[src/rtl/stbs_pkg.sv]
package stbs_pkg;

  localparam int unsigned TYPE_W   = 8;
  localparam int unsigned RID_W    = 16;
  localparam int unsigned KEY_W    = TYPE_W + RID_W;
  localparam int unsigned FIELD_W  = 24;
  localparam int unsigned PAY_W    = 2 * FIELD_W;
  localparam int unsigned POS_W    = 9;
  localparam int unsigned S_DATA_W = 72;
  localparam int unsigned M_DATA_W = 64;
  localparam int unsigned M_USER_W = 2;

  typedef enum logic {
    KIND_APPEND = 1'b0,
    KIND_LOOKUP = 1'b1
  } kind_e;

  typedef enum logic {
    STATUS_OK   = 1'b0,
    STATUS_FULL = 1'b1
  } status_e;

  typedef enum logic [1:0] {
    ST_IDLE,
    ST_SEARCH,
    ST_EMIT
  } state_e;

  typedef struct packed {
    logic hit;
    logic miss;
  } step_t;

endpackage

[src/rtl/stbs_step.sv]
module stbs_step #(
  parameter int unsigned AW = 8,
  parameter int unsigned CW = 9
) (
  input  logic [CW-1:0]              lo_i,
  input  logic [CW-1:0]              hi_i,
  input  logic [AW-1:0]              mid_i,
  input  logic [stbs_pkg::KEY_W-1:0] key_i,
  input  logic [stbs_pkg::KEY_W-1:0] entry_key_i,
  output logic [CW-1:0]              lo_o,
  output logic [CW-1:0]              hi_o,
  output logic [AW-1:0]              mid_o,
  output stbs_pkg::step_t            step_o
);

  logic          below;
  logic [CW-1:0] mid_ext;
  logic [CW:0]   sum;

  // A single unsigned compare on {type, resource} orders type first.
  assign below   = key_i < entry_key_i;
  assign mid_ext = CW'(mid_i);
  assign lo_o    = below ? lo_i : mid_ext + CW'(1);
  assign hi_o    = below ? mid_ext : hi_i;
  assign sum     = {1'b0, lo_o} + {1'b0, hi_o};
  assign mid_o   = sum[AW:1];

  assign step_o.hit  = key_i == entry_key_i;
  assign step_o.miss = (key_i != entry_key_i) && (lo_o >= hi_o);

endmodule

[config.mk]
export PLATFORM = sky130hd
export DESIGN_NAME = stbs_step
export DESIGN_NICKNAME = d
export VERILOG_FILES = /design/src/rtl/stbs_pkg.sv /design/src/rtl/stbs_step.sv
export SDC_FILE = /design/constraint.sdc
export NUM_CORES = 1
export LEC_CHECK = 0
export ABC_CLOCK_PERIOD_IN_PS = 5500
export BUFFER_PORTS_ARGS = -buffer_cell sky130_fd_sc_hd__buf_4
export CORE_AREA = 2 2 71 53
export DETAILED_ROUTE_END_ITERATION = 10
export DIE_AREA = 0 0 73 55
export PLACE_DENSITY = 0.94
export SLEW_MARGIN = 20
export SYNTH_ARGS = -nofsm -noshare
export SYNTH_HDL_FRONTEND = slang
export SYNTH_SLANG_ARGS = --single-unit
[constraint.sdc]
create_clock -name vclk -period 5.5
set_input_delay 0 -clock vclk [all_inputs]
set_output_delay 0 -clock vclk [all_outputs]
set_load 0.01 [all_outputs]
==> metrics.yaml <==
global_route_wire_length_before_repair_um: 7600
synthesis.nets: 309
powerDensity_nw_per_um2: 148
grt_pass1_vias: 1779
setup_violations: 0
fin_crit_sh_pct: 75.8
core_um2: 3360
leakage_power_total_uw: 0.00130
max_cap_violations: 0
worstPathRequired_ps: 5500
syn-cell-area_um2: 1520
launch_point_of_the_worst_path: "key_i[1]"
most_frequent_cells_in_the_layout: "buf_4, ha_1, inv_1, mux2_2, nor2_1"
detailed_place.area_um2: 2330
cts.hold.buffers_added: 0
place_worst_setup_slack_ps: 1330
layout_commonest_cell: "buf_4"
post-dp-hpwl_um: 4300
drt_pre_antenna_iters: 4
layout_cells_sized_above_1_pct: 42.0
worstPathMaxFanout: 15
cp-start-kind: "input port"
rsz0062_at_grt: "no"
design.die.area_um2: 4020
number_of_flip_flops_and_latches: 0
average_cell_area_after_synthesis_um2: 7.91
avgRoutedWirePerCell_um: 14.2
worstSetupEndpointType: "primary output"
post_synthesis_sequential_area_ratio_pct: 0
hp-class: "in -> out"
path_class: "in -> out"
postLayoutCellArea_um2: 2330
clock.fmax_mhz: 240
clockBufferCount: 0
viasPerCell: 5.24
route.detailed.drc: 0
syn-instance-count: 192
chipHeight_um: 55
synth_cell_types: 32
status: "complete, no violations"
net_count_final: 412
synthToLayoutAreaGrowth_pct: 53.5
detailedRoute.firstIterationViolations: 71
period_needed_ps: 4170
grt_start_max_net_pins: 16
place.gp.congestion: 0.826
report.final.slew_viol_count: 0
cp_data_arrival_time_ps: 4170
antenna_violations_before_repair: 0
timing.hold.ws_ps: 332
synth_warn: 0
layout.cells.non_filler: 333
hold-path-endpoint: "hi_o[2]"
timing.hold.worst.start: "hi_i[2]"
post-cts-setup-buffers: 0
min_delay_path_depth: 3
postRouteAntennaNets: 0
final-seq-area_um2: 0
io-pin-count: 102
irDropWorstVdd_mv: 0.0811
row_count: 18
wl_um: 4740
gr-usage-all-layers_pct: 23.7
setup_tns_ps: 0
placement.io_buffers: 102
cell_total_after_placement: 333
grt.overflow.total: 0
postLayoutSetupSlackWorst_ps: 1330
antenna-diode-count: 0
final_number_of_hold_violating_endpoints: 0
die_width_um: 73
detailroute.via_count: 1745
worst_slew_margin_rel_pct: 32.7
worst_pin_slew_ps: 1010
start_util_pct: 45.3
resized_cells_post_cts: 0
[worst max-delay path: stages]
cell and delay, ps:
buf_4 110, ha_1 290, nor2b_1 140, o211ai_2 130, a21oi_1 90, a211o_1 310, a2111oi_4 940, buf_4 320
mux2_2 380, ha_1 310, a21oi_1 160, o21bai_1 110, a21oi_1 160, nor2_1 70, o41ai_1 330, xnor2_1 170
buf_4 140
[Yosys cell counts (2+ instances only)]
cell type  count  area [um2]
a211oi_1       2        15.0
a21oi_1       14        70.1
buf_4          2        15.0
ha_1          42         526
inv_1         31         116
mux2_2        17         191
mux2i_1       10         100
nand2_1        6        22.5
nand3_1        5        25.0
nand4_1        7        43.8
nor2_1        15        56.3
nor2b_1        2        12.5
nor3_1         6        30.0
o21ai_0        2        10.0
o21bai_1       2        15.0
o41ai_1        2        17.5
xnor2_1        7        61.3
xor2_1         6        52.6
[cells by family (layout without fill, tap and decap cells)]
logic type | Yosys count | after routing | share of synthesized area [%]
AND/OR/NAND/NOR | 45 | 45 | 14.3
adder cells (fa/ha/maj) | 43 | 43 | 35.9
buffers and inverters | 34 | 135 | 9.64
AO/OA/AOI/OAI | 30 | 30 | 13.4
multiplexers | 27 | 27 | 19.2
XOR/XNOR | 13 | 13 | 7.50
[area by class of cell]
class | instances | area, um2
fill | 247 | 1020
timing repair buffer | 104 | 781
inverter | 31 | 116
multi-input combinational | 158 | 1390
tap | 40 | 50.0
[how the worst max path moves through the flow]
stage / to / slack, ps
after floorplan: mid_o[7] / 2120
after CTS: mid_o[7] / 1310
after global placement: mid_o[7] / 1450
after global routing: mid_o[7] / 1030
after detailed placement: mid_o[7] / 1330
final: mid_o[6] / 1330
[layer usage]
metal / global-route usage (%) / up-vias / wire, um
li1: - / 885 / -
met2: 46.5 / 64 / 2510
met3: 2.54 / 8 / 212
met5: 0 / - / 0
met1: 28.2 / 788 / 1970
met4: 5.56 / 0 / 40
[metrics by stage]
step           utilization (%)  total power [uW]
2_1_floorplan                -               192
6_report                  69.5               344
5_1_grt                   69.5               379
3_5_place_dp              69.5               343
4_1_cts                   69.5               345
3_3_place_gp              69.5               331
[where the power goes]
part | switching, uW | internal [uW]
clock | 0 | 0
combinational | 164 | 181
sequential | 0 | 0
total | 164 | 181
(Power assumes the default switching activity.)
